==> config.mk <==
export PLATFORM = sky130hd
export DESIGN_NAME = wall_follow_pd_controller
export DESIGN_NICKNAME = d
export VERILOG_FILES = /design/src/rtl/core/wfpd_pkg.sv /design/src/rtl/core/wfpd_div.sv /design/src/rtl/core/wfpd_datapath.sv /design/src/rtl/core/wfpd_ctrl.sv /design/src/rtl/core/wall_follow_pd_controller.sv
export SDC_FILE = /design/constraint.sdc
export NUM_CORES = 2
export LEC_CHECK = 0
export ABC_AREA = 1
export BUFFER_PORTS_ARGS = -buffer_cell sky130_fd_sc_hd__buf_2
export CORE_ASPECT_RATIO = 0.8
export CORE_MARGIN = 4
export CORE_UTILIZATION = 65
export CTS_CLUSTER_DIAMETER = 50
export CTS_CLUSTER_SIZE = 20
export DETAILED_ROUTE_END_ITERATION = 16
export PLACE_DENSITY = 0.9
export SYNTH_ARGS = -nofsm -noshare
export SYNTH_HDL_FRONTEND = slang
export SYNTH_SLANG_ARGS = --single-unit
export TNS_END_PERCENT = 20
==> constraint.sdc <==
create_clock -name clk -period 22.8 [get_ports clk]
set_input_delay 3.42 -clock clk [delete_from_list [all_inputs] [get_ports clk]]
set_output_delay 3.42 -clock clk [all_outputs]
set_load 0.01 [all_outputs]
==> src/rtl/core/wfpd_pkg.sv <==
// Shared constants, register indexes and control types for the wall-following PD controller.
package wfpd_pkg;

  localparam int ADC_BITS       = 12;
  localparam int DIST_FRAC_BITS = 8;

  localparam int ADC_FS   = (1 << ADC_BITS) - 1;
  localparam int SCALE_MUL = 300;
  localparam int OFFSET_C = 42 * ADC_FS;
  // 300 < 2^9, so 300*adc fits in ADC_BITS+9 bits
  localparam int DEN_W    = ADC_BITS + 9;

  localparam logic [63:0] DIST_NUM    = 64'(1000 * ADC_FS) << DIST_FRAC_BITS;
  localparam logic [63:0] DIST_NUM_HI = DIST_NUM >> 16;
  localparam logic [15:0] DIST_NEAR   = 16'(35 << DIST_FRAC_BITS);

  localparam int DUTY_W = 16;
  localparam int DIST_W = 16;
  // 21-bit signed gain times 17-bit signed difference, sum of two such products
  localparam int ACC_W  = 38;
  localparam int CHG_W  = ACC_W - DIST_FRAC_BITS;
  localparam int SUM_W  = CHG_W + 1;

  localparam int IN_W   = 56;
  localparam int OUT_W  = 56;

  localparam logic [2:0] CFG_TARGET_WALL = 3'd0;
  localparam logic [2:0] CFG_PROP_GAIN   = 3'd1;
  localparam logic [2:0] CFG_DERIV_GAIN  = 3'd2;
  localparam logic [2:0] CFG_DUTY_HIGH   = 3'd3;
  localparam logic [2:0] CFG_DUTY_LOW    = 3'd4;
  localparam logic [2:0] CFG_DUTY_INIT   = 3'd5;
  localparam logic [2:0] CFG_FALLOFF     = 3'd6;

  localparam logic [1:0] EXIT_FRONT = 2'd0;
  localparam logic [1:0] EXIT_TICKS = 2'd1;
  localparam logic [1:0] EXIT_WALL  = 2'd2;

  localparam logic OP_START  = 1'b0;
  localparam logic OP_SAMPLE = 1'b1;

  typedef struct packed {
    logic capture;
    logic div_start;
    logic mul_p;
    logic mul_d;
    logic sum;
    logic rnd;
    logic clamp;
    logic write;
  } cmd_t;

  typedef struct packed {
    logic div_busy;
    logic out_free;
  } status_t;

endpackage

==> src/rtl/core/wfpd_div.sv <==
// Sensor reading to distance: reciprocal law by restoring division, one quotient bit a cycle.
module wfpd_div (
  input  logic                         clk,
  input  logic                         rst,
  input  logic                         start,
  input  logic [wfpd_pkg::ADC_BITS-1:0] adc,
  output logic                         busy,
  output logic [wfpd_pkg::DIST_W-1:0]  distance
);
  import wfpd_pkg::*;

  logic [DEN_W-1:0] pos;
  logic [DEN_W-1:0] den_in;
  logic [DEN_W-1:0] den;
  logic [DEN_W-1:0] rem;
  logic [DEN_W:0]   trial;
  logic [3:0]       cnt;

  assign pos    = DEN_W'(SCALE_MUL) * DEN_W'(adc);
  assign den_in = pos - DEN_W'(OFFSET_C);
  assign trial  = {rem, DIST_NUM[cnt]};

  always_ff @(posedge clk) begin
    if (rst) begin
      busy <= 1'b0;
    end else if (start) begin
      if (pos <= DEN_W'(OFFSET_C)) begin
        busy     <= 1'b0;
        distance <= DIST_NEAR;
      end else if (den_in <= DEN_W'(DIST_NUM_HI)) begin
        // quotient would not fit 16 bits
        busy     <= 1'b0;
        distance <= '1;
      end else begin
        busy     <= 1'b1;
        den      <= den_in;
        rem      <= DEN_W'(DIST_NUM_HI);
        cnt      <= 4'd15;
        distance <= '0;
      end
    end else if (busy) begin
      if (trial >= {1'b0, den}) begin
        rem      <= DEN_W'(trial - {1'b0, den});
        distance <= {distance[DIST_W-2:0], 1'b1};
      end else begin
        rem      <= trial[DEN_W-1:0];
        distance <= {distance[DIST_W-2:0], 1'b0};
      end
      cnt <= cnt - 4'd1;
      if (cnt == 4'd0) begin
        busy <= 1'b0;
      end
    end
  end

endmodule

==> src/rtl/core/wfpd_datapath.sv <==
// Datapath: config registers, input capture, distance dividers, PD arithmetic, result register.
module wfpd_datapath (
  input  logic                         clk,
  input  logic                         rst,
  input  logic                         cfg_valid,
  input  logic [2:0]                   cfg_index,
  input  logic [19:0]                  cfg_data,
  input  logic [wfpd_pkg::IN_W-1:0]    s_tdata,
  input  logic                         m_tready,
  output logic                         m_tvalid,
  output logic [wfpd_pkg::OUT_W-1:0]   m_tdata,
  input  wfpd_pkg::cmd_t               cmd,
  output wfpd_pkg::status_t            stat
);
  import wfpd_pkg::*;

  // configuration
  logic [15:0] target_wall;
  logic [15:0] prop_gain;
  logic [19:0] deriv_gain;
  logic [15:0] duty_high;
  logic [15:0] duty_low;
  logic [15:0] duty_init;
  logic [15:0] falloff_distance;

  // segment state
  logic [15:0] right_level;
  logic [15:0] left_level;
  logic [15:0] last_distance;
  logic [15:0] tick_total;
  logic [1:0]  segment_mode;
  logic [15:0] segment_limit;

  // captured request
  logic [1:0]          exit_mode;
  logic [15:0]         exit_limit;
  logic [ADC_BITS-1:0] left_adc;
  logic [ADC_BITS-1:0] front_adc;
  logic [7:0]          left_ticks;
  logic                op;

  logic [DIST_W-1:0] dl;
  logic [DIST_W-1:0] df;
  logic              busy_l;
  logic              busy_f;

  logic signed [20:0]      mul_a;
  logic signed [16:0]      mul_b;
  logic signed [ACC_W-1:0] prod;
  logic signed [ACC_W-1:0] acc;
  logic signed [ACC_W-1:0] acc_rnd;
  logic signed [CHG_W-1:0] chg;
  logic [15:0]             res_right;
  logic [15:0]             res_left;
  logic [16:0]             tick_wide;
  logic [15:0]             tick_sum;
  logic                    done;

  function automatic logic [15:0] clamp_duty(input logic signed [SUM_W-1:0] v,
                                             input logic [15:0] hi,
                                             input logic [15:0] lo);
    logic signed [SUM_W-1:0] r;
    r = v;
    if (r > $signed({{(SUM_W-16){1'b0}}, hi})) begin
      r = $signed({{(SUM_W-16){1'b0}}, hi});
    end
    if (r < $signed({{(SUM_W-16){1'b0}}, lo})) begin
      r = $signed({{(SUM_W-16){1'b0}}, lo});
    end
    return r[15:0];
  endfunction

  wfpd_div u_div_left (
    .clk      (clk),
    .rst      (rst),
    .start    (cmd.div_start),
    .adc      (left_adc),
    .busy     (busy_l),
    .distance (dl)
  );

  wfpd_div u_div_front (
    .clk      (clk),
    .rst      (rst),
    .start    (cmd.div_start),
    .adc      (front_adc),
    .busy     (busy_f),
    .distance (df)
  );

  assign stat.div_busy = busy_l | busy_f;
  assign stat.out_free = !m_tvalid || m_tready;

  always_ff @(posedge clk) begin
    if (rst) begin
      target_wall      <= 16'd3072;
      prop_gain        <= 16'd2600;
      deriv_gain       <= 20'd75000;
      duty_high        <= 16'd42000;
      duty_low         <= 16'd20000;
      duty_init        <= 16'd20000;
      falloff_distance <= 16'd6400;
    end else if (cfg_valid) begin
      case (cfg_index)
        CFG_TARGET_WALL: target_wall      <= cfg_data[15:0];
        CFG_PROP_GAIN:   prop_gain        <= cfg_data[15:0];
        CFG_DERIV_GAIN:  deriv_gain       <= cfg_data;
        CFG_DUTY_HIGH:   duty_high        <= cfg_data[15:0];
        CFG_DUTY_LOW:    duty_low         <= cfg_data[15:0];
        CFG_DUTY_INIT:   duty_init        <= cfg_data[15:0];
        CFG_FALLOFF:     falloff_distance <= cfg_data[15:0];
        default: ;
      endcase
    end
  end

  always_ff @(posedge clk) begin
    if (cmd.capture) begin
      op         <= s_tdata[IN_W-1];
      exit_mode  <= s_tdata[1:0];
      exit_limit <= s_tdata[17:2];
      left_adc   <= s_tdata[29:18];
      front_adc  <= s_tdata[41:30];
      left_ticks <= s_tdata[49:42];
    end
  end

  // shared multiplier: proportional term first, derivative term second
  always_comb begin
    if (cmd.mul_p) begin
      mul_a = $signed({5'd0, prop_gain});
      mul_b = $signed({1'b0, dl}) - $signed({1'b0, target_wall});
    end else begin
      mul_a = $signed({1'b0, deriv_gain});
      mul_b = $signed({1'b0, dl}) - $signed({1'b0, last_distance});
    end
  end

  // truncate toward zero
  assign acc_rnd = acc[ACC_W-1] ? acc + ACC_W'((1 << DIST_FRAC_BITS) - 1) : acc;

  always_ff @(posedge clk) begin
    if (cmd.mul_p || cmd.mul_d) begin
      prod <= mul_a * mul_b;
    end
    if (cmd.mul_d) begin
      acc <= prod;
    end
    if (cmd.sum) begin
      acc <= acc + prod;
    end
    if (cmd.rnd) begin
      chg <= CHG_W'(acc_rnd >>> DIST_FRAC_BITS);
    end
    if (cmd.clamp) begin
      res_right <= clamp_duty($signed({{(SUM_W-16){1'b0}}, right_level}) + SUM_W'(chg),
                              duty_high, duty_low);
      res_left  <= clamp_duty($signed({{(SUM_W-16){1'b0}}, left_level}) - SUM_W'(chg),
                              duty_high, duty_low);
    end
  end

  assign tick_wide = {1'b0, tick_total} + {9'd0, left_ticks};
  assign tick_sum  = tick_wide[16] ? 16'hFFFF : tick_wide[15:0];

  always_comb begin
    case (segment_mode)
      EXIT_FRONT: done = (df <= segment_limit);
      EXIT_TICKS: done = (tick_sum >= segment_limit);
      EXIT_WALL:  done = (dl >= falloff_distance);
      default:    done = 1'b0;
    endcase
  end

  always_ff @(posedge clk) begin
    if (rst) begin
      right_level   <= 16'd20000;
      left_level    <= 16'd20000;
      last_distance <= 16'd3072;
      tick_total    <= '0;
      segment_mode  <= '0;
      segment_limit <= '0;
      m_tvalid      <= 1'b0;
    end else begin
      // a write only comes when the output register is free
      if (cmd.write) begin
        m_tvalid <= 1'b1;
        if (op == OP_START) begin
          right_level   <= duty_init;
          left_level    <= duty_init;
          last_distance <= target_wall;
          tick_total    <= '0;
          segment_mode  <= exit_mode;
          segment_limit <= exit_limit;
          m_tdata       <= {7'd0, 1'b0, 16'd0, duty_init, duty_init};
        end else begin
          right_level   <= res_right;
          left_level    <= res_left;
          last_distance <= dl;
          tick_total    <= tick_sum;
          m_tdata       <= {7'd0, done, dl, res_left, res_right};
        end
      end else if (m_tvalid && m_tready) begin
        m_tvalid <= 1'b0;
      end
    end
  end

endmodule

==> src/rtl/core/wfpd_ctrl.sv <==
// Sequencer: steps a sample through division, multiply, round, clamp and result write; a start only writes.
module wfpd_ctrl (
  input  logic              clk,
  input  logic              rst,
  input  logic              s_tvalid,
  input  logic              s_op,
  output logic              s_tready,
  input  wfpd_pkg::status_t stat,
  output wfpd_pkg::cmd_t    cmd
);
  import wfpd_pkg::*;

  localparam logic [3:0] ST_IDLE  = 4'd0;
  localparam logic [3:0] ST_LOAD  = 4'd1;
  localparam logic [3:0] ST_DIV   = 4'd2;
  localparam logic [3:0] ST_MULP  = 4'd3;
  localparam logic [3:0] ST_MULD  = 4'd4;
  localparam logic [3:0] ST_SUM   = 4'd5;
  localparam logic [3:0] ST_RND   = 4'd6;
  localparam logic [3:0] ST_CLAMP = 4'd7;
  localparam logic [3:0] ST_WRITE = 4'd8;

  logic [3:0] state;
  logic [3:0] state_next;

  assign s_tready = (state == ST_IDLE);

  always_comb begin
    state_next = state;
    cmd        = '0;
    case (state)
      ST_IDLE: begin
        if (s_tvalid) begin
          cmd.capture = 1'b1;
          state_next  = (s_op == OP_START) ? ST_WRITE : ST_LOAD;
        end
      end
      ST_LOAD: begin
        cmd.div_start = 1'b1;
        state_next    = ST_DIV;
      end
      ST_DIV: begin
        if (!stat.div_busy) begin
          state_next = ST_MULP;
        end
      end
      ST_MULP: begin
        cmd.mul_p  = 1'b1;
        state_next = ST_MULD;
      end
      ST_MULD: begin
        cmd.mul_d  = 1'b1;
        state_next = ST_SUM;
      end
      ST_SUM: begin
        cmd.sum    = 1'b1;
        state_next = ST_RND;
      end
      ST_RND: begin
        cmd.rnd    = 1'b1;
        state_next = ST_CLAMP;
      end
      ST_CLAMP: begin
        cmd.clamp  = 1'b1;
        state_next = ST_WRITE;
      end
      ST_WRITE: begin
        if (stat.out_free) begin
          cmd.write  = 1'b1;
          state_next = ST_IDLE;
        end
      end
      default: state_next = ST_IDLE;
    endcase
  end

  always_ff @(posedge clk) begin
    if (rst) begin
      state <= ST_IDLE;
    end else begin
      state <= state_next;
    end
  end

endmodule

==> src/rtl/core/wall_follow_pd_controller.sv <==
// Top level of the wall-following PD controller.
// One request per control period on the s_ channel: s_tuser is the op (0 start, 1 sample),
// s_tdata carries the exit selection and the raw sensor and encoder readings.
// One result per request on the m_ channel: both wheel duties, left distance, done flag.
// Configuration registers are written on the cfg_ channel (always ready), only while idle:
// the user is bound to that, the block itself does not enforce it. A sample runs from
// acceptance to result through a divider load, restoring division of the two distances
// (both sensors in parallel), a wait to see the dividers finish, then the shared
// multiplier twice, add, round, clamp and the result write. When neither reading needs a
// division (near floor or saturated), the dividers are done at once. A start request goes
// straight from acceptance to the result write. One request is in work at a time; s_tready
// is high only while the sequencer is idle, so a request holds the input until its result is written.
// A result waits in the output register while m_tready is low; the next request can
// be taken and worked on meanwhile and then holds in the write step until it frees.
// Reset loads the default registers, both levels to 20000, the remembered distance
// to 3072, clears the tick total and drops m_tvalid.
module wall_follow_pd_controller (
  input  logic                       clk,
  input  logic                       rst,
  input  logic                       s_tvalid,
  output logic                       s_tready,
  // exit_mode[1:0], exit_limit[17:2], left_adc[29:18], front_adc[41:30],
  // left_ticks[49:42], zero fill
  input  logic [wfpd_pkg::IN_W-1:0]  s_tdata,
  // op
  input  logic                       s_tuser,
  output logic                       m_tvalid,
  input  logic                       m_tready,
  // right_duty[15:0], left_duty[31:16], left_distance[47:32], done_res[48], zero fill
  output logic [wfpd_pkg::OUT_W-1:0] m_tdata,
  input  logic                       cfg_valid,
  output logic                       cfg_ready,
  input  logic [2:0]                 cfg_index,
  input  logic [19:0]                cfg_data
);
  import wfpd_pkg::*;

  cmd_t               cmd;
  status_t            stat;
  logic [IN_W-1:0]    req_data;

  assign cfg_ready = 1'b1;
  // op rides in the top bit of the captured word
  assign req_data  = {s_tuser, s_tdata[IN_W-2:0]};

  wfpd_ctrl u_ctrl (
    .clk      (clk),
    .rst      (rst),
    .s_tvalid (s_tvalid),
    .s_op     (s_tuser),
    .s_tready (s_tready),
    .stat     (stat),
    .cmd      (cmd)
  );

  wfpd_datapath u_dp (
    .clk       (clk),
    .rst       (rst),
    .cfg_valid (cfg_valid),
    .cfg_index (cfg_index),
    .cfg_data  (cfg_data),
    .s_tdata   (req_data),
    .m_tready  (m_tready),
    .m_tvalid  (m_tvalid),
    .m_tdata   (m_tdata),
    .cmd       (cmd),
    .stat      (stat)
  );

`ifndef SYNTHESIS
  a_one_in_work: assert property (@(posedge clk) disable iff (rst)
    (s_tvalid && s_tready) |=> !s_tready)
    else $error("request accepted while another is in work");

  a_start_result: assert property (@(posedge clk) disable iff (rst)
    (m_tvalid && m_tdata[47:32] == 16'd0) |->
      (m_tdata[15:0] == m_tdata[31:16] && !m_tdata[48]))
    else $error("start result with unequal duties or done set");

  a_reset_out: assert property (@(posedge clk) rst |=> !m_tvalid)
    else $error("result valid after reset");
`endif

endmodule

; Yosys cells after proc, flatten, opt, wreduce, memory -nomap -nowiden
; Memories as Yosys holds them, arrays and structs flattened. A register that Yosys moved wholly into a read port is not among the register bits.
; Cells that the tools add are included.
[classes]
addsub = 13
mul = 3
n_div = 0
magnitude_cmp = 15
eq_ne = 23
n_shift = 0
muxes = 77
n_bitwise = 7
n_reduce_logical = 29
[ops]
columns = op, count
row1 = 16-bit 2-to-1 mux, 15
row2 = 21-bit 2-to-1 mux, 10
row3 = 31-bit 2-to-1 mux, 4
row4 = 38-bit 2-to-1 mux, 2
row5 = 31-bit by 17-bit > comparator with 1-bit output, 2
row6 = 31-bit by 17-bit less-than comparator with 1-bit output, 2
row7 = 4-bit 2-to-1 mux, 14
row8 = 22-bit by 21-bit >= comparator with 1-bit output, 2
row9 = "21-bit by 14-bit <= comparator with 1-bit output, second input constant", 2
row10 = "21-bit by 18-bit <= comparator with 1-bit output, second input constant", 2
row11 = "21-bit by 18-bit subtractor with 21-bit output, second input constant", 2
row12 = 21-bit subtractor, 2
row13 = 38-bit adder, 1
row14 = "38-bit by 9-bit adder with 38-bit output, second input constant", 1
row15 = 21-bit by 17-bit multiplier with 38-bit output, 1
row16 = "7-bit by 12-bit multiplier with 19-bit output, first input constant", 2
row17 = 37-bit 2-to-1 mux, 1
row18 = 4-bit one-hot mux with 9 select lines, 1
row19 = 16-bit by 16-bit subtractor with 17-bit output, 2
row20 = 16-bit >= comparator, 2
row21 = 32-bit 2-to-1 mux, 1
row22 = 17-bit by 30-bit adder with 31-bit output, 1
row23 = 17-bit by 30-bit subtractor with 31-bit output, 1
row24 = 1-bit 2-to-1 mux, 26
row25 = other kinds (29), 68
[word_totals]
regBits = 574
latch_bits = 0
ramBits = 0
rom_bits = 32
input_bits = 85
output_inout_bits = 59
word_cells = 208
memories = 2
[memory_table]
columns = memory, depth, width, read_ports, rd_clocked_by_memory_dff, write_ports, line
row1 = (name not given), 16, 1, 1, 1, 0, wfpd_div.sv:21  ; assign trial = {rem, DIST_NUM[cnt]};
row2 = (name not given), 16, 1, 1, 1, 0, wfpd_div.sv:21

; Logic depth before layout (Yosys ltp)
[logic_depth]
depth_word = 7
ltp_mapped = 54
mapped_depth_nobuf = 53

; By module
; From an unflattened synthesis, not the netlist that was laid out.
[hier_totals]
hier_cells = 6229
hier_area_um2 = 48746.8
[by_module_without_submodules]
columns = module, instances, cells_each, area_per_inst_um2, seq_area_each_um2
row1 = wfpd_datapath, 1, 4672, 36829.1, 11130.7
row2 = wfpd_div at u_dp.u_div_left, 1, 765, 5895.7, 1841.8
row3 = wfpd_div at u_dp.u_div_front, 1, 737, 5713.0, 1841.8
row4 = wfpd_ctrl, 1, 53, 297.8, 80.1
row5 = wall_follow_pd_controller, 1, 2, 11.3, 0.0

; Least setup slack after synthesis
; Ideal clock, no wire load.
[synth_path]
path_type = register to register
from = reg u_ctrl.state[2]
to = reg u_dp.prod[35] (data pin)
arrival_time_ns = 9.088
slack_ns = 13.448
stages_incl_launch_ff = 50
period_less_slack_ns = 9.352
path_cell_list = dfxtp_1 > nor2_1 > inv_1 > nor2_1 > clkbuf_1 > clkbuf_1 > o21ai_0 > fa_1 > nand3_1 > nand3_1 > nand2_1 > nand2_1 > nand2_1 > nand2_1 > nand2_1 > nand2_1 > a21oi_1 > inv_1 > [14 not listed] > fa_1 > fa_1 > fa_1 > inv_1 > fa_1 > inv_1 > ha_1 > nand2_1 > nor2_1 > nand4_1 > o211a_1 > o21ai_0 > nand2_1 > o211ai_1 > a21oi_1 > o21ai_0 > a31oi_1 > xor2_1
[synth_via]
elab_chain_len = 4
elab_cells_between_ends = 5
[synth_lines]
columns = element, line
row1 = "start, declared", wfpd_ctrl.sv:23  ; logic [3:0] state;
row2 = "start signal, assigned", wfpd_ctrl.sv:81  ; state <= state_next;
row3 = 4-bit by 2-bit equality test with 1-bit output *, wfpd_ctrl.sv:31  ; case (state)
row4 = 1-bit 2-to-1 mux *, wfpd_ctrl.sv:31
row5 = 20-bit 2-to-1 mux or 17-bit 2-to-1 mux (tied branches), wfpd_datapath.sv:130  ; if (cmd.mul_p) begin
row6 = 21-bit by 17-bit multiplier with 38-bit output *, wfpd_datapath.sv:144  ; prod <= mul_a * mul_b;
row7 = "end signal, assigned", wfpd_datapath.sv:144
row8 = "end, declared", wfpd_datapath.sv:49  ; logic signed [ACC_W-1:0] prod;
; Every way passes the cells marked *; elsewhere a longest branch is shown, timed or not.
; A chain may end at the register's enable or synchronous reset.

; Final worst setup path
[layout_path]
from = reg u_ctrl.state[2]
to = reg u_dp.prod[37] (data pin)
; The elaborated chain is that of the path after synthesis.

==> results.json <==
{
  "r2r_slack_ns": 10.74,
  "ys_seq_area_share_pct": 31.4,
  "wire_per_inst_um": 18.9,
  "max_stage_delay_ns": 0.88,
  "cts_root_buffer": "clkbuf_16",
  "synthCells": 5871,
  "drv_slew": 0,
  "grt_pass1_vias": 39600,
  "min_from": "u_dp.prop_gain[13]",
  "fin_crit_ns": 12.06,
  "finalSetupTns_ns": 0,
  "holdPathStages": 2,
  "grt_util_all_layers_pct": 33.5,
  "setup_viol": 0,
  "top_layer": "met5",
  "htreeDepth": 2,
  "cpMaxStageDelayCell": "clkinv_1",
  "timing.rr.end": "u_dp.prod[37]",
  "tightest_slew_ns": 1.16,
  "synthDistinctLibCells": 66,
  "maxCapViolations": 0,
  "ios": 144,
  "vias": 40900,
  "netlist_top_cells_count": "1379 x nand2_1, 955 x inv_1, 480 x ha_1, 479 x nor2_1, 360 x a21oi_1",
  "die-area_sq_mm": 0.0775,
  "cp-start-kind": "flip-flop",
  "nNetsFinal": 6822,
  "cp-end-kind": "flip-flop",
  "io_buffers": 129,
  "drive_above_1_share_pct": 6.14,
  "r2r.worst_path.cells": 53,
  "fp.dieH_um": 250,
  "core_area_sq_mm": 0.0722,
  "ctsHoldBuffers": 0,
  "post-route-period-util_pct": 52.9,
  "fin_skew_ns": 0.0484,
  "critPathLaunch": "u_ctrl.state[2]",
  "cts_setup_buffers": 0,
  "cts_tree": "yes",
  "gr-total-overflow": 0,
  "hp-class": "reg -> reg",
  "max_slew_margin_pct": 22.0,
  "grt_max_degree": 91,
  "whs_endpoint": "u_dp.prop_gain[13]",
  "synth_most_common_cell": "nand2_1",
  "synth_seq_cells": 565,
  "synth.avg_cell_area_sq_um": 8.09,
  "wl_met3_um": 14200,
  "clkSinkCount": 565,
  "synth_top_area_share_pct": 22.6,
  "rows": 88,
  "post-dp-hpwl_um": 100000,
  "start_util_pct": 65.8,
  "cts-resized-gates": 0,
  "firstDrtPassIters": 6,
  "antenna_found_initial": 4,
  "nFillCells": 5361,
  "rsz0062_at_grt": "false",
  "clk_path_buf_depth": 3,
  "arrival_ns": 12.42,
  "synth_area_leaders": "edfxtp_1 23%, fa_1 13%, ha_1 13%, nand2_1 11%, dfxtp_1 8.7%",
  "gp_congestion": 0.999,
  "drcViolationCount": 0,
  "synth_edf_count": 358,
  "drt_iter0_drc": 4382,
  "insertion_delay_ns": 0.66,
  "routed_wl_um": 131000,
  "antennaDiodeCount": 0,
  "syn-cell-area_sq_mm": 0.0475,
  "worst_path_most_repeated_cell": "nand2_1",
  "die_w_um": 310,
  "drt-met1-wl_um": 52100,
  "clk_pin_slew_worst_paths_ns": 0.08,
  "routed-wl-met2_um": 58400,
  "drt.antenna.violating_nets": 0,
  "yosysTopAreaCell": "edfxtp_1",
  "fmax_ghz": 0.0829,
  "critical_path.max_fanout": 44,
  "setup.worst_path.class": "reg -> reg",
  "r2r_start": "u_ctrl.state[2]",
  "yosys_most_used_dff": "edfxtp_1",
  "hold_viol": 0,
  "required_ns": 23.15,
  "ys_async_sr_fraction_pct": 0,
  "synthToLayoutAreaGrowth_pct": 7.17,
  "cts_made_buffers": 53,
  "grt_pass1_wl_um": 206000,
  "yosysWarningCount": 0,
  "viasPerCell": 5.90,
  "status": "completed"
}
-- layout make-up --
type                       instances  area, sq um  area share [%]
tap                              945         1180            2.32
clock buffer                      64         1400            2.75
multi-input combinational       4173        28300            55.7
sequential                       565        14900            29.3
clock inverter                    36          433           0.850
inverter                         990         3720            7.30
timing repair buffer             168          938            1.84
-- flip-flops by register name (all words and copies together), names as in the netlist, 19 cells and up --
signal,cells
u_dp.acc,38
u_dp.chg,30
u_dp.deriv_gain,20
u_dp.m_tdata,49
u_dp.prod,38
u_dp.u_div_front.den,19
u_dp.u_div_front.rem,21
u_dp.u_div_left.den,19
u_dp.u_div_left.rem,21
-- worst max path at each step --
stage / slack [ns] / to
6_report: 10.74 / u_dp.prod[37]
5_1_grt: 9.94 / u_dp.prod[37]
4_1_cts: 10.94 / u_dp.prod[37]
3_5_place_dp: 11.08 / u_dp.prod[37]
3_3_place_gp: 11.41 / u_dp.prod[37]
2_1_floorplan: 13.45 / u_dp.prod[35]
-- stage by stage --
stage | cell area [sq um] | util [%] | instances | worst slack (ns) | hold WS (ns)
final | 50900 | 70.5 | 6941 | 10.74 | 0.455
after global routing | 50900 | 70.5 | 6941 | 9.94 | 0.479
after CTS | 50900 | 70.5 | 6941 | 10.94 | 0.455
after detailed placement | 49100 | 68.0 | 6841 | 11.08 | 0.442
after global placement | 49100 | 68.0 | 6841 | 11.41 | 0.432
after floorplan | 47500 | - | 5877 | 13.45 | 0.421
-- logic make-up after synthesis --
| group | count (synthesis) | share of synthesized area (%) |
|---|---|---|
| AND/OR/NAND/NOR | 2303 | 19.9 |
| buffers and inverters | 1139 | 9.13 |
| AO/OA/AOI/OAI | 879 | 10.3 |
| adder cells (fa/ha/maj) | 786 | 25.5 |
| flip-flops | 565 | 31.4 |
| XOR/XNOR | 197 | 3.73 |
| other | 2 | 0.0158 |
-- layout by cell type (no fill, tap or decap), types with 39 or more instances in the layout --
cell type | Yosys | routed
a21oi_1 | 360 | 360
buf_2 | 8 | 129
buf_4 | 10 | 39
clkbuf_16 | 0 | 54
dfxtp_1 | 207 | 207
edfxtp_1 | 358 | 358
fa_1 | 306 | 306
ha_1 | 480 | 480
inv_1 | 955 | 953
nand2_1 | 1379 | 1378
nand3_1 | 246 | 246
nand4_1 | 49 | 49
nor2_1 | 479 | 472
nor3_1 | 47 | 47
o211ai_1 | 46 | 46
o21ai_0 | 316 | 315
xnor2_1 | 72 | 72
xor2_1 | 119 | 119
-- layer usage --
layer  vias up  global-route usage [%]
met5         -                       0
li1      19200                       -
met1     19300                    45.5
met3       433                    6.53
met4         2                    13.4
met2      2085                    52.9
-- worst max-delay path: cells and delay by family (launching register included) --
kind / cells / cell delay, ns
AO/OA/AOI/OAI: 9 / 1.67
XOR/XNOR: 2 / 0.97
adder cells (fa/ha/maj): 9 / 3.68
buffers and inverters: 11 / 2.57
flip-flops: 1 / 0.34
AND/OR/NAND/NOR: 22 / 2.51
Power is left out: the tool's default activity adds up to more than one toggle a clock period on the data nets, which glitch-free logic cannot reach.
